### src/sv/bgnc_pkg.sv
// Package for the binary grid neighbour count block.
// Shared widths, register indexes, sequencer state type and line store control.
// No dependencies.
`default_nettype none

package bgnc_pkg;

    // Configuration register widths and indexes
    localparam int CFG_ROWS_W = 11;
    localparam int CFG_COLS_W = 6;
    localparam int CFG_IDX_W  = 2;
    localparam int CFG_DATA_W = 11;

    localparam logic [CFG_IDX_W-1:0] CFG_IDX_ROWS = 2'd0;
    localparam logic [CFG_IDX_W-1:0] CFG_IDX_COLS = 2'd1;

    // Reset values of the grid size registers
    localparam logic [CFG_ROWS_W-1:0] GRID_ROWS_RST = 11'd3;
    localparam logic [CFG_COLS_W-1:0] GRID_COLS_RST = 6'd3;

    // Grid limits
    localparam int MAX_ROWS     = 1024;
    localparam int MAX_COLS_DEF = 32;

    // Result field widths
    localparam int COUNT_W   = 4;
    localparam int OUT_ROW_W = 10;
    localparam int OUT_COL_W = 5;

    // Window sum runs over three columns, one per cycle
    localparam int           STEP_W    = 2;
    localparam logic [1:0]   STEP_LAST = 2'd2;

    typedef enum logic [1:0] {
        ST_IDLE,
        ST_SUM,
        ST_OUTPUT,
        ST_UPDATE
    } seq_state_t;

    // Line store control from the sequencer
    typedef struct packed {
        logic wr_en;    // store the incoming bit in the current row
        logic wr_bit;
        logic advance;  // move rows up one, current row cleared
        logic clear;    // clear all three rows
    } line_ctrl_t;

endpackage

`default_nettype wire

### src/sv/bgnc_lines.sv
// Three row line stores (two rows up, one row up, current row) for the window.
// Depends on bgnc_pkg.
`default_nettype none

module bgnc_lines #(
    parameter int   MAX_COLS = bgnc_pkg::MAX_COLS_DEF,
    localparam int  COL_W    = (MAX_COLS > 1) ? $clog2(MAX_COLS) : 1
) (
    input  wire logic                  aclk,
    input  wire logic                  aresetn,
    input  wire bgnc_pkg::line_ctrl_t  ctrl,
    input  wire logic [COL_W-1:0]      wr_col,
    input  wire logic [COL_W-1:0]      rd_col,
    output logic [2:0]                 rd_bits   // [2] two up, [1] one up, [0] current
);
    import bgnc_pkg::*;

    logic [MAX_COLS-1:0] two_reg, two_next;
    logic [MAX_COLS-1:0] one_reg, one_next;
    logic [MAX_COLS-1:0] cur_reg, cur_next;

    // Clear wins over row advance, advance over a bit write
    always_comb begin
        two_next = two_reg;
        one_next = one_reg;
        cur_next = cur_reg;
        if (ctrl.clear) begin
            two_next = '0;
            one_next = '0;
            cur_next = '0;
        end else if (ctrl.advance) begin
            two_next = one_reg;
            one_next = cur_reg;
            cur_next = '0;
        end else if (ctrl.wr_en) begin
            cur_next[wr_col] = ctrl.wr_bit;
        end
    end

    always_ff @(posedge aclk) begin
        if (!aresetn) begin
            two_reg <= '0;
            one_reg <= '0;
            cur_reg <= '0;
        end else begin
            two_reg <= two_next;
            one_reg <= one_next;
            cur_reg <= cur_next;
        end
    end

    // One column of the window
    assign rd_bits = {two_reg[rd_col], one_reg[rd_col], cur_reg[rd_col]};

endmodule

`default_nettype wire

### src/sv/bgnc_seq.sv
// Sequencer and shared window adder: position counters, result list walk,
// three-column accumulation and the result register. Depends on bgnc_pkg.
`default_nettype none

module bgnc_seq #(
    parameter int   MAX_COLS = bgnc_pkg::MAX_COLS_DEF,
    localparam int  COL_W    = (MAX_COLS > 1) ? $clog2(MAX_COLS) : 1
) (
    input  wire logic                                aclk,
    input  wire logic                                aresetn,
    input  wire logic                                restart,
    input  wire logic [bgnc_pkg::CFG_ROWS_W-1:0]     last_row,
    input  wire logic [COL_W-1:0]                    last_col,
    // input beats
    input  wire logic                                s_tvalid,
    output logic                                     s_tready,
    input  wire logic                                bomb,
    // line stores
    output bgnc_pkg::line_ctrl_t                     line_ctrl,
    output logic [COL_W-1:0]                         wr_col,
    output logic [COL_W-1:0]                         rd_col,
    input  wire logic [2:0]                          rd_bits,
    // result beats
    output logic                                     m_tvalid,
    input  wire logic                                m_tready,
    output logic [bgnc_pkg::COUNT_W-1:0]             count,
    output logic [bgnc_pkg::OUT_ROW_W-1:0]           out_row,
    output logic [bgnc_pkg::OUT_COL_W-1:0]           out_col,
    output logic                                     run_last
);
    import bgnc_pkg::*;

    seq_state_t              state_reg, state_next;
    logic [CFG_ROWS_W-1:0]   in_row_reg, in_row_next;
    logic [COL_W-1:0]        in_col_reg, in_col_next;
    logic [COL_W-1:0]        tgt_col_reg, tgt_col_next;
    logic                    flush_reg, flush_next;
    logic [STEP_W-1:0]       step_reg, step_next;
    logic [COUNT_W-1:0]      acc_reg, acc_next;
    logic [COUNT_W-1:0]      count_reg, count_next;
    logic [OUT_ROW_W-1:0]    out_row_reg, out_row_next;
    logic [OUT_COL_W-1:0]    out_col_reg, out_col_next;
    logic                    last_reg, last_next;

    logic                    has_upper, is_final;
    logic [COL_W-1:0]        upper_start, upper_end;
    logic [COL_W+1:0]        col_x, col_m;
    logic                    col_ok;
    logic [1:0]              col_pop;

    // Results the current cell causes
    assign has_upper   = (in_row_reg != '0) && ((in_col_reg != '0) || (in_col_reg == last_col));
    assign is_final    = (in_row_reg == last_row) && (in_col_reg == last_col);
    assign upper_start = (in_col_reg != '0) ? in_col_reg - 1'b1 : in_col_reg;
    assign upper_end   = (in_col_reg == last_col) ? in_col_reg : in_col_reg - 1'b1;

    // Window column for this step: target column - 1 + step, zero outside the grid
    assign col_x   = (COL_W+2)'(tgt_col_reg) + (COL_W+2)'(step_reg);
    assign col_m   = col_x - 1'b1;
    assign col_ok  = (col_x != '0) && (col_m <= (COL_W+2)'(last_col));
    assign rd_col  = col_m[COL_W-1:0];
    // Flush rows have no row below, so the window is one up and current only
    assign col_pop = flush_reg ? 2'(rd_bits[1]) + 2'(rd_bits[0])
                               : 2'(rd_bits[2]) + 2'(rd_bits[1]) + 2'(rd_bits[0]);

    // Next state and outputs
    always_comb begin
        state_next   = state_reg;
        in_row_next  = in_row_reg;
        in_col_next  = in_col_reg;
        tgt_col_next = tgt_col_reg;
        flush_next   = flush_reg;
        step_next    = step_reg;
        acc_next     = acc_reg;
        count_next   = count_reg;
        out_row_next = out_row_reg;
        out_col_next = out_col_reg;
        last_next    = last_reg;
        line_ctrl    = '0;
        line_ctrl.wr_bit = bomb;

        unique case (state_reg)
            ST_IDLE: begin
                if (s_tvalid) begin
                    line_ctrl.wr_en = 1'b1;
                    step_next       = '0;
                    if (has_upper) begin
                        state_next   = ST_SUM;
                        tgt_col_next = upper_start;
                        flush_next   = 1'b0;
                    end else if (is_final) begin
                        state_next   = ST_SUM;
                        tgt_col_next = '0;
                        flush_next   = 1'b1;
                    end else begin
                        state_next   = ST_UPDATE;
                    end
                end
            end
            ST_SUM: begin
                acc_next  = ((step_reg == '0) ? '0 : acc_reg)
                            + (col_ok ? COUNT_W'(col_pop) : '0);
                step_next = step_reg + 1'b1;
                if (step_reg == STEP_LAST) begin
                    state_next   = ST_OUTPUT;
                    count_next   = acc_next;
                    out_row_next = flush_reg ? OUT_ROW_W'(in_row_reg)
                                             : OUT_ROW_W'(in_row_reg - 1'b1);
                    out_col_next = OUT_COL_W'(tgt_col_reg);
                    last_next    = flush_reg ? (tgt_col_reg == last_col)
                                             : ((tgt_col_reg == upper_end) && !is_final);
                end
            end
            ST_OUTPUT: begin
                if (m_tready) begin
                    step_next = '0;
                    priority if (!flush_reg && tgt_col_reg != upper_end) begin
                        state_next   = ST_SUM;
                        tgt_col_next = tgt_col_reg + 1'b1;
                    end else if (!flush_reg && is_final) begin
                        state_next   = ST_SUM;
                        tgt_col_next = '0;
                        flush_next   = 1'b1;
                    end else if (flush_reg && tgt_col_reg != last_col) begin
                        state_next   = ST_SUM;
                        tgt_col_next = tgt_col_reg + 1'b1;
                    end else begin
                        state_next   = ST_UPDATE;
                    end
                end
            end
            ST_UPDATE: begin
                state_next = ST_IDLE;
                if (in_col_reg == last_col) begin
                    in_col_next = '0;
                    if (in_row_reg == last_row) begin
                        in_row_next     = '0;
                        line_ctrl.clear = 1'b1;
                    end else begin
                        in_row_next       = in_row_reg + 1'b1;
                        line_ctrl.advance = 1'b1;
                    end
                end else begin
                    in_col_next = in_col_reg + 1'b1;
                end
            end
            default: state_next = ST_IDLE;
        endcase

        // Grid size change starts a new frame
        if (restart) begin
            state_next      = ST_IDLE;
            in_row_next     = '0;
            in_col_next     = '0;
            line_ctrl.clear = 1'b1;
        end
    end

    always_ff @(posedge aclk) begin
        if (!aresetn) begin
            state_reg   <= ST_IDLE;
            in_row_reg  <= '0;
            in_col_reg  <= '0;
            tgt_col_reg <= '0;
            flush_reg   <= 1'b0;
            step_reg    <= '0;
        end else begin
            state_reg   <= state_next;
            in_row_reg  <= in_row_next;
            in_col_reg  <= in_col_next;
            tgt_col_reg <= tgt_col_next;
            flush_reg   <= flush_next;
            step_reg    <= step_next;
        end
    end

    // Accumulator and result payload
    always_ff @(posedge aclk) begin
        acc_reg     <= acc_next;
        count_reg   <= count_next;
        out_row_reg <= out_row_next;
        out_col_reg <= out_col_next;
        last_reg    <= last_next;
    end

    assign s_tready = (state_reg == ST_IDLE);
    assign m_tvalid = (state_reg == ST_OUTPUT);
    assign wr_col   = in_col_reg;
    assign count    = count_reg;
    assign out_row  = out_row_reg;
    assign out_col  = out_col_reg;
    assign run_last = last_reg;

`ifndef SYNTHESIS
    // Input and result sides never open together
    a_one_side: assert property (@(posedge aclk) disable iff (!aresetn)
        !(s_tready && m_tvalid))
        else $error("input ready while a result is pending");

    // A 3x3 window never holds more than nine bits
    a_count_max: assert property (@(posedge aclk) disable iff (!aresetn)
        m_tvalid |-> (count <= COUNT_W'(9)))
        else $error("window count above nine");

    // Column walk stays inside the grid
    a_tgt_in_grid: assert property (@(posedge aclk) disable iff (!aresetn)
        (state_reg == ST_SUM || state_reg == ST_OUTPUT) |-> (tgt_col_reg <= last_col))
        else $error("target column beyond the last column");

    // Position update returns to idle on the next cycle
    a_update_once: assert property (@(posedge aclk) disable iff (!aresetn)
        (state_reg == ST_UPDATE) |=> (state_reg == ST_IDLE))
        else $error("update did not return to idle");

    // Flush results belong to the last row
    a_flush_row: assert property (@(posedge aclk) disable iff (!aresetn)
        (m_tvalid && flush_reg) |-> (in_row_reg == last_row))
        else $error("flush outside the last row");
`endif

endmodule

`default_nettype wire

### src/sv/binary_grid_neighbour_count.sv
// Streaming 3x3 neighbour count over a binary grid, top level.
// Holds the grid size registers and joins the sequencer and line stores.
// Depends on bgnc_pkg, bgnc_lines and bgnc_seq.
//
// Usage:
//   Cells arrive one bit per beat in raster order on the s_ channel. Each
//   cell's 3x3 window count (self included, outside cells zero) leaves on the
//   m_ channel in raster order once the window is complete; the final cell
//   of a frame flushes the whole last row. m_tlast marks the last result a
//   given input beat causes.
//   Sequence: an input beat that causes no result is accepted, then the
//   position is updated. Each result is summed column by column on the
//   shared window adder and then held in the output register until taken;
//   the position update follows the last result.
//   s_tready is high only while the sequencer is idle.
//   A stalled receiver holds the result in the output register and the
//   sequencer waits; nothing is lost.
//   Reset (aresetn low, synchronous) clears the line stores and position and sets
//   the grid to 3 x 3. A write on the cfg_ channel sets a grid dimension and restarts
//   the frame; the user makes it only while the block is idle; the block does not enforce this.
`default_nettype none

module binary_grid_neighbour_count #(
    parameter int   MAX_COLS = bgnc_pkg::MAX_COLS_DEF,
    localparam int  COL_W    = (MAX_COLS > 1) ? $clog2(MAX_COLS) : 1
) (
    input  wire logic                               aclk,
    input  wire logic                               aresetn,
    // configuration writes
    input  wire logic                               cfg_valid,
    output logic                                    cfg_ready,
    input  wire logic [bgnc_pkg::CFG_IDX_W-1:0]     cfg_index,
    input  wire logic [bgnc_pkg::CFG_DATA_W-1:0]    cfg_data,
    // input cells
    input  wire logic                               s_tvalid,
    output logic                                    s_tready,
    input  wire logic [7:0]                         s_tdata,   // [0] bomb, [7:1] zero
    // results
    output logic                                    m_tvalid,
    input  wire logic                               m_tready,
    output logic [23:0]                             m_tdata,   // [3:0] count, [13:4] out_row,
                                                               // [18:14] out_col, [23:19] zero
    output logic                                    m_tlast    // run_last
);
    import bgnc_pkg::*;

    logic [CFG_ROWS_W-1:0] grid_rows_reg, grid_rows_next;
    logic [CFG_COLS_W-1:0] grid_cols_reg, grid_cols_next;
    logic                  restart;
    logic [CFG_ROWS_W-1:0] last_row;
    logic [COL_W-1:0]      last_col;

    line_ctrl_t            line_ctrl;
    logic [COL_W-1:0]      wr_col;
    logic [COL_W-1:0]      rd_col;
    logic [2:0]            rd_bits;
    logic [COUNT_W-1:0]    count;
    logic [OUT_ROW_W-1:0]  out_row;
    logic [OUT_COL_W-1:0]  out_col;
    logic                  run_last;

    // Configuration beats; unknown indexes are ignored
    assign cfg_ready = 1'b1;

    always_comb begin
        grid_rows_next = grid_rows_reg;
        grid_cols_next = grid_cols_reg;
        restart        = 1'b0;
        if (cfg_valid) begin
            if (cfg_index == CFG_IDX_ROWS) begin
                grid_rows_next = cfg_data[CFG_ROWS_W-1:0];
                restart        = 1'b1;
            end else if (cfg_index == CFG_IDX_COLS) begin
                grid_cols_next = cfg_data[CFG_COLS_W-1:0];
                restart        = 1'b1;
            end
        end
    end

    always_ff @(posedge aclk) begin
        if (!aresetn) begin
            grid_rows_reg <= GRID_ROWS_RST;
            grid_cols_reg <= GRID_COLS_RST;
        end else begin
            grid_rows_reg <= grid_rows_next;
            grid_cols_reg <= grid_cols_next;
        end
    end

    // Last row and column indexes, dimensions clamped to 1..max
    always_comb begin
        if (grid_rows_reg == '0) begin
            last_row = '0;
        end else if (int'(grid_rows_reg) > MAX_ROWS) begin
            last_row = CFG_ROWS_W'(MAX_ROWS - 1);
        end else begin
            last_row = grid_rows_reg - 1'b1;
        end
        if (grid_cols_reg == '0) begin
            last_col = '0;
        end else if (int'(grid_cols_reg) > MAX_COLS) begin
            last_col = COL_W'(MAX_COLS - 1);
        end else begin
            last_col = COL_W'(grid_cols_reg - 1'b1);
        end
    end

    bgnc_seq #(
        .MAX_COLS (MAX_COLS)
    ) u_seq (
        .aclk      (aclk),
        .aresetn   (aresetn),
        .restart   (restart),
        .last_row  (last_row),
        .last_col  (last_col),
        .s_tvalid  (s_tvalid),
        .s_tready  (s_tready),
        .bomb      (s_tdata[0]),
        .line_ctrl (line_ctrl),
        .wr_col    (wr_col),
        .rd_col    (rd_col),
        .rd_bits   (rd_bits),
        .m_tvalid  (m_tvalid),
        .m_tready  (m_tready),
        .count     (count),
        .out_row   (out_row),
        .out_col   (out_col),
        .run_last  (run_last)
    );

    bgnc_lines #(
        .MAX_COLS (MAX_COLS)
    ) u_lines (
        .aclk    (aclk),
        .aresetn (aresetn),
        .ctrl    (line_ctrl),
        .wr_col  (wr_col),
        .rd_col  (rd_col),
        .rd_bits (rd_bits)
    );

    // Result beat packing
    assign m_tdata = {5'd0, out_col, out_row, count};
    assign m_tlast = run_last;

endmodule

`default_nettype wire
### config.mk
export PLATFORM = sky130hd
export DESIGN_NAME = binary_grid_neighbour_count
export DESIGN_NICKNAME = d
export VERILOG_FILES = /design/src/sv/bgnc_pkg.sv /design/src/sv/bgnc_lines.sv /design/src/sv/bgnc_seq.sv /design/src/sv/binary_grid_neighbour_count.sv
export SDC_FILE = /design/constraint.sdc
export NUM_CORES = 1
export LEC_CHECK = 0
export BUFFER_PORTS_ARGS = -buffer_cell sky130_fd_sc_hd__buf_2
export CAP_MARGIN = 20
export CORE_ASPECT_RATIO = 1.4
export CORE_UTILIZATION = 45
export CTS_CLUSTER_DIAMETER = 100
export DETAILED_ROUTE_END_ITERATION = 16
export HOLD_SLACK_MARGIN = 0.02
export SYNTH_ARGS = -nofsm -noshare
export SYNTH_HDL_FRONTEND = slang
export SYNTH_SLANG_ARGS = --single-unit
export TNS_END_PERCENT = 100
### constraint.sdc
create_clock -name aclk -period 6.7 [get_ports aclk]
set_input_delay 1.005 -clock aclk [delete_from_list [all_inputs] [get_ports aclk]]
set_output_delay 1.005 -clock aclk [all_outputs]
set_load 0.1 [all_outputs]
# == After elaboration in Yosys (flattened, before gate mapping) ==
# Cells that the tools add are included.
# W data, S select, Z words.
# op_classes
bitwise_logic,2
n_reduce_logical,32
order_cmp,6
n_mux,59
eq_ne,18
n_addsub,14
# op_table
operator,n
$mux W5,12
$mux W11,3
$bwmux W32,1
$mux W2,14
$mux W1,19
$bmux W1 S5,3
$eq A5 B5 Y1,3
$lt A5 B6 Y1 const B,2
$add A11 B1 Y11 const B,1
$eq A11 B11 Y1,1
$gt A11 B11 Y1 const B,1
$logic_not A11 Y1,1
$reduce_bool A11 Y1,1
$sub A11 B1 Y11 const B,1
$add A5 B1 Y5 const B,2
$mux W10,1
$ne A5 B5 Y1,2
$pmux W5 S2,1
$sub A10 B1 Y10 const B,1
$sub A5 B1 Y5 const B,2
$reduce_and A3 Y1,3
$logic_and A1 B1 Y1,8
$pmux W2 S4,1
$le A7 B5 Y1,1
32 further kinds,46
# totals
in_bits,26
ff_bits,163
out_inout_bits,28
word_cells,147

# == Depth between registers and ports, before layout ==
# Gate-level depths: netlist of the first run.
# logic_depth
word_depth,10
depth_mapped,22

# == Cells and area by module ==
# Synthesis of the first run repeated with hierarchy kept, for this count alone.
# unflattened
cells_unflattened,959
area_unflattened_um2,9082.5
# by_module_without_submodules
mod,seq_area_each_um2,instances,area_per_inst_um2,cells_per_inst
bgnc_lines,1921.8,1,4346.7,414
bgnc_seq,1241.2,1,3584.7,391
binary_grid_neighbour_count,340.3,1,1151.1,154

# == Least setup slack after synthesis of the first run ==
# OpenSTA, ideal clock, no wires.
# synth_path
kind,reg2reg
start,register u_seq.tgt_col_reg[0]
end,"register u_seq.acc_reg[2], data pin"
required_ns,6.438
setup_ns,0.262
path_buffers,4
setup_slack_ns,1.429
t_arrival_ns,5.008
path_stages_with_launch,17
path_cell_list,dfxtp_1 ha_1 clkbuf_1 buf_1 inv_1 ha_1 clkbuf_1 clkbuf_1 mux4_2 mux4_2 mux2_2 fa_1 mux2i_1 nor2_1 ha_1 fa_1 xnor2_1
# synth_via
elab_chain_cells,9
word_cells_on_any_way,17
classes_between,add/sub: 6; order compare: 1; mux: 8; reduce/logical: 2
# synth_rtl
element,line_no,text
"start, declared",bgnc_seq.sv:36,"logic [COL_W-1:0] tgt_col_reg, tgt_col_next;"
"start signal, assigned",bgnc_seq.sv:171,tgt_col_reg <= tgt_col_next;
$add A5 B2 Y6 *,bgnc_seq.sv:58,assign col_x = (COL_W+2)'(tgt_col_reg) + (COL_W+2)'(step_reg);
$sub A7 B1 Y7,bgnc_seq.sv:59,assign col_m = col_x - 1'b1;
$bmux W1 S5,bgnc_lines.sv:53,"assign rd_bits = {two_reg[rd_col], one_reg[rd_col], cur_reg[rd_col]};"
$mux W1 (implied by the code),bgnc_lines.sv:53,
$add A1 B1 Y2,bgnc_seq.sv:64,: 2'(rd_bits[2]) + 2'(rd_bits[1]) + 2'(rd_bits[0]);
$add A2 B1 Y2,bgnc_seq.sv:64,
$mux W2,bgnc_seq.sv:63,assign col_pop = flush_reg ? 2'(rd_bits[1]) + 2'(rd_bits[0])
$mux W2 *,bgnc_seq.sv:102,+ (col_ok ? COUNT_W'(col_pop) : '0);
$add A4 B4 Y4 *,bgnc_seq.sv:102,
"end signal, assigned",bgnc_seq.sv:179,acc_reg <= acc_next;
"end, declared",bgnc_seq.sv:39,"logic [COUNT_W-1:0] acc_reg, acc_next;"
# Every way passes the cells marked *; elsewhere a longest branch is shown, timed or not. The select of a mux whose other input is x is not followed.
# A chain may end at the register's enable or synchronous reset.

# == Worst setup path after layout of the first run ==
# layout_path
start,register u_seq.tgt_col_reg[0]
end,"register u_seq.acc_reg[1], data pin"
# The elaborated chain is that of the path after synthesis.

==> impl_metrics.env, run 1 <==
export IMPL_outcome="complete, no violations"
export IMPL_tightest_slew_ns=1.05
export IMPL_critPathArrivalTime_ns=5.36
export IMPL_r2r_cells=13
export IMPL_post_route_util=0.503
export IMPL_final_cells=1339
export IMPL_grt_antenna_before_repair=0
export IMPL_p_leak_nw=3.54
export IMPL_syn_to_final_growth_pct=9.33
export IMPL_vdd_drop_max_v=0.000195
export IMPL_p_per_area_nw_per_um2=217
export IMPL_mostFrequentLayoutCells="209 x nand2_1, 139 x dfxtp_1, 131 x a21oi_1"
export IMPL_max_freq_mhz=193
export IMPL_io_buffers=40
export IMPL_dr_wl_met2_mm=12.4
export IMPL_dp_cells=1306
export IMPL_die_w_um=123
export IMPL_h_tree_depth=4
export IMPL_num_antenna_cells=0
export IMPL_post_route_period_util=0.774
export IMPL_worst_path_max_fanout=19
export IMPL_hpwlAfterDp_mm=16.3
export IMPL_cp_cell_sequence="ha_2, fa_1, inv_1, ha_1, buf_4, mux4_2, mux4_2, mux2_2, fa_1, mux2i_1, nor2_1, ha_1, fa_1"
export IMPL_cts_root_buf="clkbuf_16"
export IMPL_cts_hold_buf=0
export IMPL_syn_instance_count=1083
export IMPL_cp_common_cell="fa_1"
export IMPL_first_global_vias=7160
export IMPL_coreArea_um2=19900
export IMPL_cts_sinks=163
export IMPL_reg2reg_to="u_seq.acc_reg[1]"
export IMPL_cp_start_kind="flop"
export IMPL_clock_path_buffers=2
export IMPL_cts_buffers=17
export IMPL_yosysWarnings=0
export IMPL_clk_latency_ns=0.43
export IMPL_routedWlPerCell_um=17.0
export IMPL_r2r_slack_ns=1.51
export IMPL_dr_pass1_iters=4
export IMPL_end_kind="flop"
export IMPL_num_vias=7567
export IMPL_holdPathStages=2
export IMPL_fp_row_count=61
export IMPL_ant_nets=0
export IMPL_drt_met1_wl_mm=9.08
export IMPL_ys_ff_latch=163
export IMPL_critPathKind="flop to flop"
export IMPL_grt_overflow_total=0
export IMPL_fp_dieH_um=171
export IMPL_rsz0062_at_grt="no"
export IMPL_start_util=0.460
export IMPL_drc=0
export IMPL_synthFlopType="dfxtp_1"
export IMPL_cp_slowest_cell="ha_1"
export IMPL_grt_max_degree=73
export IMPL_async_flop_share=0
export IMPL_design_area_um2=10000
export IMPL_cts_resized=0
export IMPL_highest_layer="met4"
export IMPL_path_clk_slew_ns=0.07
export IMPL_finalSetupViolations=0
export IMPL_r2r_start="u_seq.tgt_col_reg[0]"
export IMPL_cts_setup_buffers=0
export IMPL_syn_area_per_cell_um2=8.46
export IMPL_hold_viol_final=0
export IMPL_holdPathEnd="u_lines.two_reg[4]"
export IMPL_totalNegativeSetupSlack_ns=0
export IMPL_drive_above_1_share=0.123
export IMPL_power_mw=2.17
export IMPL_fillers=1903
export IMPL_final_common_cell="nand2_1"
export IMPL_synth_cell_types=79
export IMPL_dieArea_um2=20900
export IMPL_fin_skew_ns=0.00966
export IMPL_worstHoldStart="u_lines.two_reg[4]"
export IMPL_required_ns=6.87
export IMPL_max_cap_viol_count=0
export IMPL_nNetsFinal=1130
export IMPL_wl_met3_um=661
export IMPL_viasPerCell=5.65
export IMPL_place_area_um2=9420
export IMPL_dr_first_iter_drc_count=483
export IMPL_io_pins=54
export IMPL_cpPeakStageDelay_ns=0.86
export IMPL_slew_violations=0
export IMPL_min_path_type="flop to flop"
export IMPL_slew_headroom=0.283
export IMPL_grt_usage=0.229
export IMPL_place_congestion=0.873
export IMPL_grt_pass1_wl_mm=36.9
export IMPL_cts_tree="done"
export IMPL_min_period_ns=5.19
export IMPL_drt_wl_total_mm=22.8
export IMPL_yosysSeqAreaShare=0.383
export IMPL_netlist_area_um2=9160
export IMPL_synth_edf_count=24
## Yosys cell counts (11+ instances only)
cell      instances  area share
and3_1           12      0.0082
xor2_1           12       0.011
nand2b_1         11      0.0075
xnor2_1          28       0.027
dfxtp_1         139        0.30
buf_2            17      0.0093
o21ai_0          38       0.021
inv_1            29       0.012
mux2i_1          21       0.023
ha_1             27       0.037
nor2_1           85       0.035
mux4_2           30       0.074
edfxtp_1         24       0.079
nand2_1         209       0.086
nand3_1          35       0.019
a21oi_1         131       0.072
clkbuf_1         51       0.021
nor2b_1          12      0.0082
## layout make-up
type                       count  area, µm²  share of cell area
clock buffer                  19        443              0.0442
clock inverter                13        125              0.0125
timing repair buffer          49        280              0.0280
sequential                   163       3500               0.350
inverter                      33        124              0.0124
tap                          252        315              0.0315
multi-input combinational    810       5220               0.521
## worst max-delay path by stage
stage,cells after the start,to,slack (ns),start
after floorplan,16,u_seq.acc_reg[2],1.43,u_seq.tgt_col_reg[0]
after global placement,14,u_seq.count[2],1.49,u_seq.tgt_col_reg[0]
after detailed placement,14,u_seq.count[2],1.46,u_seq.tgt_col_reg[0]
after CTS,13,u_seq.acc_reg[1],1.46,u_seq.tgt_col_reg[0]
after global routing,14,u_seq.acc_reg[2],1.26,u_seq.tgt_col_reg[0]
final,13,u_seq.acc_reg[1],1.51,u_seq.tgt_col_reg[0]
## metrics by stage
step	hold WS, ns	worst slack [ns]
5_1_grt	0.472	1.26
2_1_floorplan	0.406	1.43
3_5_place_dp	0.440	1.46
3_3_place_gp	0.437	1.49
4_1_cts	0.450	1.46
6_report	0.447	1.51
## power by group
part	leakage [nW]	switching [mW]	internal, mW
sequential	1.35	0.0123	0.998
clock	0.285	0.427	0.529
combinational	1.91	0.139	0.0695
## kinds of logic (layout without fill, tap and decap cells)
family,Yosys count,after routing,synth area share
compound gates,241,241,0.159
xor+xnor,40,40,0.0383
fa+ha+maj,32,32,0.0456
buf+inv,114,114,0.0515
flops,163,163,0.383
mux,57,57,0.104
other cells,2,6,0.000820
simple gates,434,434,0.218
## metal layers
metal / up-vias / track usage
met5: - / 0
met4: 0 / 0.0944
met3: 40 / 0.0357
met2: 132 / 0.427
met1: 3634 / 0.253
li1: 3761 / -
## critical path, delay by kind of cell (launching register included)
family	cells	cell delay, ns
buffers and inverters	2	0.36
adders and majority gates	6	2.79
DFF	1	0.42
and+or+nand+nor	1	0.19
muxes	4	1.14
Note: power is estimated with default switching activity, not from simulation.
==> run 2: changes to the inputs <==
ABC_AREA = 1   (was unset)
clock period = 4.8 ns   (was 6.7 ns; I/O delays follow)
==> run 2 against run 1 <==
  * Non-clock buffer count increased by 8
  * Maximum frequency increased by 15%
  * Highest routed layer unchanged
  * Design area increased by 0.15%
==> impl_metrics.env, run 2 <==
export IMPL_min_period_ns=4.52
export IMPL_cts_setup_buffers=0
export IMPL_slew_violations=0
export IMPL_grt_pass1_wl_mm=38.9
export IMPL_final_common_cell="nand2_1"
export IMPL_cts_sinks=163
export IMPL_cts_hold_buf=0
export IMPL_synth_most_common_cell="nand2_1"
export IMPL_syn_instance_count=1283
export IMPL_syn_to_final_growth_pct=10.5
export IMPL_clock_path_buffers=2
export IMPL_yosysWarnings=0
export IMPL_first_global_vias=7777
export IMPL_finalSetupViolations=0
export IMPL_grt_overflow_total=0
export IMPL_cts_tree="done"
export IMPL_hpwlAfterDp_mm=16.7
export IMPL_max_freq_mhz=221
export IMPL_grt_usage=0.240
export IMPL_dr_pass1_iters=5
export IMPL_clk_latency_ns=0.44
export IMPL_yosysSeqAreaShare=0.386
export IMPL_tightest_slew_ns=0.842
export IMPL_fin_skew_ns=0.00948
export IMPL_totalNegativeSetupSlack_ns=0
export IMPL_cpPeakStageDelay_ns=0.51
export IMPL_cp_slowest_cell="fa_1"
export IMPL_netlist_top_cells_count="228 x nand2_1, 204 x nor2_1, 141 x a21oi_1, 139 x dfxtp_1, 112 x o21ai_0"
export IMPL_yosysTopAreaCell="dfxtp_1"
export IMPL_io_buffers=40
export IMPL_cts_root_buf="clkbuf_16"
export IMPL_final_cells=1564
export IMPL_synth_edf_count=24
export IMPL_cp_start_kind="flop"
export IMPL_p_leak_nw=4.31
export IMPL_grt_antenna_before_repair=0
export IMPL_post_route_util=0.505
export IMPL_fp_row_count=61
export IMPL_synthTopCellsByArea="dfxtp_1 31%, nand2_1 9.4%, nor2_1 8.4%"
export IMPL_viasPerCell=5.28
export IMPL_rsz0062_at_grt="no"
export IMPL_dp_cells=1531
export IMPL_h_tree_depth=4
export IMPL_finalWorstSetupSlack_ns=0.284
export IMPL_io_pins=54
export IMPL_fp_dieH_um=170
export IMPL_place_congestion=0.888
export IMPL_num_antenna_cells=0
export IMPL_start_util=0.457
export IMPL_vdd_drop_max_v=0.000252
export IMPL_die_w_um=122
export IMPL_p_per_area_nw_per_um2=398
export IMPL_ant_nets=0
export IMPL_ys_ff_latch=163
export IMPL_critPathKind="flop to flop"
export IMPL_mostFrequentLayoutCells="228 x nand2_1, 203 x nor2_1, 141 x a21oi_1"
export IMPL_async_flop_share=0
export IMPL_grt_max_degree=89
export IMPL_dr_first_iter_drc_count=492
export IMPL_dp_slack_ns=0.321
export IMPL_routedWlPerCell_um=15.2
export IMPL_drt_wl_total_mm=23.7
export IMPL_cts_buffers=17
export IMPL_post_route_period_util=0.941
export IMPL_netlist_area_um2=9070
export IMPL_path_clk_slew_ns=0.07
export IMPL_coreArea_um2=19800
export IMPL_syn_area_per_cell_um2=7.07
export IMPL_required_ns=4.97
export IMPL_end_kind="flop"
export IMPL_worst_path_max_fanout=22
export IMPL_nNetsFinal=1355
export IMPL_hold_viol_final=0
export IMPL_drc=0
export IMPL_synthFlopType="dfxtp_1"
export IMPL_critPathArrivalTime_ns=4.69
export IMPL_max_cap_viol_count=0
export IMPL_drive_above_1_share=0.0991
export IMPL_synth_cell_types=54
export IMPL_num_vias=8261
export IMPL_slew_headroom=0.438
export IMPL_dieArea_um2=20700
export IMPL_outcome="complete, no violations"
export IMPL_min_path_type="flop to flop"
export IMPL_synth_top_cell_area_share=0.307
export IMPL_cts_resized=0
export IMPL_cp_cell_sequence="ha_1, fa_1, inv_1, ha_1, inv_1, buf_12, a21oi_1, o21ai_0, o21ai_0, nand2_1, o21ai_0, nor2_1, o32a_1, fa_1, nand2_1, a21oi_1, ha_1, fa_1"
[run 2: stage by stage]
step                total power [mW]  instance area [µm²]  hold slack, ns
detailed placement              2.67                 9440           0.452
CTS                             4.03                10000           0.461
global placement                2.65                 9440           0.450
global route                    4.21                10000           0.481
finish                          3.99                10000           0.464
floorplan                       2.30                 9090           0.403
[run 2: area by class of cell]
cell class	count	area, µm²
Fill cell	2075	9820
Multi-Input combinational cell	947	4850
Tap cell	252	315
Clock buffer	18	429
Timing Repair Buffer	57	360
Clock inverter	14	146
Inverter	113	424
Sequential cell	163	3500
[run 2: path summary, 6_finish.rpt]
path	start	end	slack, ns	depth (start not counted)
worst min register to register	u_lines.one_reg[13]	u_lines.two_reg[13]	0.46	2
worst max register to register	u_seq.step_reg[0]	u_seq.count[1]	0.28	18
worst min-delay path	u_lines.one_reg[13]	u_lines.two_reg[13]	0.46	2
worst max-delay path	u_seq.step_reg[0]	u_seq.count[1]	0.28	18
[run 2: where the power goes]
group / switching [mW] / internal [mW] / total, mW
Combinational: 0.765 / 0.424 / 1.19
Clock: 0.619 / 0.733 / 1.35
Sequential: 0.0266 / 1.42 / 1.45
Total: 1.41 / 2.58 / 3.99
[run 2: logic make-up (layout without fill, tap and decap cells)]
| family | Yosys count | after routing | synth area share |
|---|---|---|---|
| AND/OR/NAND/NOR | 567 | 567 | 0.271 |
| multiplexers | 4 | 4 | 0.00496 |
| XOR/XNOR | 28 | 28 | 0.0270 |
| buffers and inverters | 177 | 202 | 0.0822 |
| other | 2 | 6 | 0.000828 |
| adder cells (fa/ha/maj) | 30 | 30 | 0.0439 |
| AO/OA/AOI/OAI | 312 | 312 | 0.184 |
| flip-flops | 163 | 163 | 0.386 |
[run 2: per-layer routing]
layer,part of all wire,track usage,vias to the layer above
met1,0.42,0.277,3772
li1,-,-,4270
met4,0.031,0.0966,0
met3,0.029,0.0338,50
met2,0.52,0.438,169
met5,0,0,-
[run 2: worst max-delay path: cells and delay by family (launching register included)]
family                     cells  cell delay (ns)
adders and majority gates      6             2.26
AOI/OAI and AO/OA              6             1.09
DFF                            1             0.33
buffers and inverters          3             0.33
and+or+nand+nor                3             0.24
==> run 3: changes to the inputs <==
CORE_UTILIZATION = 34   (was 45)
==> run 3 against run 2 <==
  * Register-to-register slack about the same
  * Non-clock buffer count shrank 3
  * Total power down 0.46%
  * Cell count rose by 4.4%
  * Critical endpoint is now u_seq.acc_reg[1]
  * Largest cell class unchanged
==> impl_metrics.env, run 3 (same netlist as run 2, synthesis figures left out) <==
export IMPL_viasPerCell=5.10
export IMPL_pwr_share_seq=0.365
export IMPL_pwr_share_clk=0.348
export IMPL_fin_skew_ns=0.0121
export IMPL_hold_viol_final=0
export IMPL_p_switching_mw=1.33
export IMPL_rsz0062_at_grt="no"
export IMPL_grt_pass1_wl_mm=39.5
export IMPL_slew_headroom=0.524
export IMPL_totalNegativeSetupSlack_ns=0
export IMPL_worstHoldStart="u_lines.cur_reg[30]"
export IMPL_cts_setup_buffers=0
export IMPL_clk_latency_ns=0.43
export IMPL_cts_tree="done"
export IMPL_hpwlAfterDp_mm=16.6
export IMPL_max_freq_mhz=221
export IMPL_cp_start_kind="flop"
export IMPL_syn_to_final_growth_pct=11.3
export IMPL_h_tree_depth=4
export IMPL_dieArea_um2=27300
export IMPL_io_buffers=40
export IMPL_min_period_ns=4.52
export IMPL_drt_wl_total_mm=23.9
export IMPL_drive_above_1_share=0.0940
export IMPL_dr_pass1_iters=5
export IMPL_post_route_period_util=0.943
export IMPL_required_ns=4.96
export IMPL_drc=0
export IMPL_p_leak_nw=4.29
export IMPL_vdd_drop_max_v=0.000281
export IMPL_grt_overflow_total=0
export IMPL_clock_path_buffers=2
export IMPL_dr_first_iter_drc_count=502
export IMPL_pwr_share_comb=0.287
export IMPL_r2r_start="u_seq.step_reg[0]"
export IMPL_cts_buffers=17
export IMPL_mostFrequentLayoutCells="228 x nand2_1, 203 x nor2_1, 141 x a21oi_1"
export IMPL_grt_usage=0.182
export IMPL_cts_sinks=163
export IMPL_finalSetupViolations=0
export IMPL_swShare=0.336
export IMPL_p_per_area_nw_per_um2=393
export IMPL_coreArea_um2=26200
export IMPL_grt_antenna_before_repair=0
export IMPL_slew_violations=0
export IMPL_routedWlPerCell_um=14.7
export IMPL_cts_resized=0
export IMPL_min_path_type="flop to flop"
export IMPL_grt_max_degree=97
export IMPL_place_congestion=0.887
export IMPL_nNetsFinal=1352
export IMPL_num_vias=8333
export IMPL_io_pins=54
export IMPL_end_kind="flop"
export IMPL_power_mw=3.97
export IMPL_cts_root_buf="clkbuf_16"
export IMPL_critPathArrivalTime_ns=4.68
export IMPL_worst_path_max_fanout=20
export IMPL_die_w_um=140
export IMPL_max_cap_viol_count=0
export IMPL_critPathKind="flop to flop"
export IMPL_cts_hold_buf=0
export IMPL_fp_dieH_um=195
export IMPL_p_int_mw=2.64
export IMPL_crit_start="u_seq.step_reg[0]"
export IMPL_final_common_cell="nand2_1"
export IMPL_place_area_um2=9500
export IMPL_num_antenna_cells=0
export IMPL_tightest_slew_ns=0.705
export IMPL_outcome="complete, no violations"
export IMPL_ant_nets=0
export IMPL_fp_row_count=70
export IMPL_start_util=0.346
export IMPL_path_clk_slew_ns=0.06
export IMPL_design_area_um2=10100
export IMPL_first_global_vias=8015
run 3: cell types whose count changed in the layout (fill, tap and decap cells not counted), moves of 2 or more:
cell and change:
inv_8 -2, inv_6 -4, clkinv_4 -2, clkinv_1 +2, clkinvlp_4 +2, clkinv_2 +2, clkbuf_1 +2, inv_4 -2
buf_4 -3, bufinv_16 +2
run 3: final timing paths:
kind / to / slack, ns / depth (start not counted)
setup / recovery: u_seq.acc_reg[1] / 0.28 / 15
hold / removal: u_lines.cur_reg[30] / 0.46 / 2
setup reg to reg: u_seq.acc_reg[1] / 0.28 / 15
hold reg to reg: u_lines.cur_reg[30] / 0.46 / 2
run 3: through the flow:
step	std cells	hold slack [ns]	utilization	setup slack [ns]
floorplan	1287	0.403	-	0.242
global placement	1600	0.449	0.363	0.320
detailed placement	1600	0.458	0.363	0.288
CTS	1632	0.467	0.385	0.266
global route	1633	0.487	0.386	0.116
finish	1633	0.465	0.386	0.276
run 3: area by class of cell:
class	instances	area (µm²)
repair buffers	54	334
inverters	113	424
clock inverters	11	135
clock buffers	21	450
flip-flops and latches	163	3500
fillers	2737	16100
well taps	324	405
multi-input cells	947	4850
run 3: per-layer routing:
layer / wire (µm) / track usage / vias to the layer above / part of all wire
li1: - / - / 4259 / -
met1: 10000 / 0.204 / 3877 / 0.42
met2: 12600 / 0.337 / 158 / 0.53
met3: 755 / 0.0309 / 39 / 0.032
met4: 572 / 0.0757 / 0 / 0.024
met5: 0 / 0 / - / 0
run 3: power by group through the flow:
stage / Combinational (mW) / Clock (mW) / Sequential [mW]
6_report: 1.14 / 1.38 / 1.45
5_1_grt: 1.29 / 1.46 / 1.45
4_1_cts: 1.15 / 1.41 / 1.45
3_5_place_dp: 1.14 / 0 / 1.48
3_3_place_gp: 1.13 / 0 / 1.48
2_1_floorplan: 0.827 / 0 / 1.47
run 3: critical path, cell delays in order, from the launching register on:
cell and delay, ns:
dfxtp_1 0.32, ha_1 0.22, fa_1 0.42, or2_2 0.34, nand2_1 0.10, xor2_1 0.25, buf_4 0.30, mux2_2 0.36
a21o_1 0.15, a21oi_1 0.11, a31oi_1 0.09, fa_1 0.59, nand2_1 0.05, a21oi_1 0.27, ha_1 0.24, fa_1 0.43
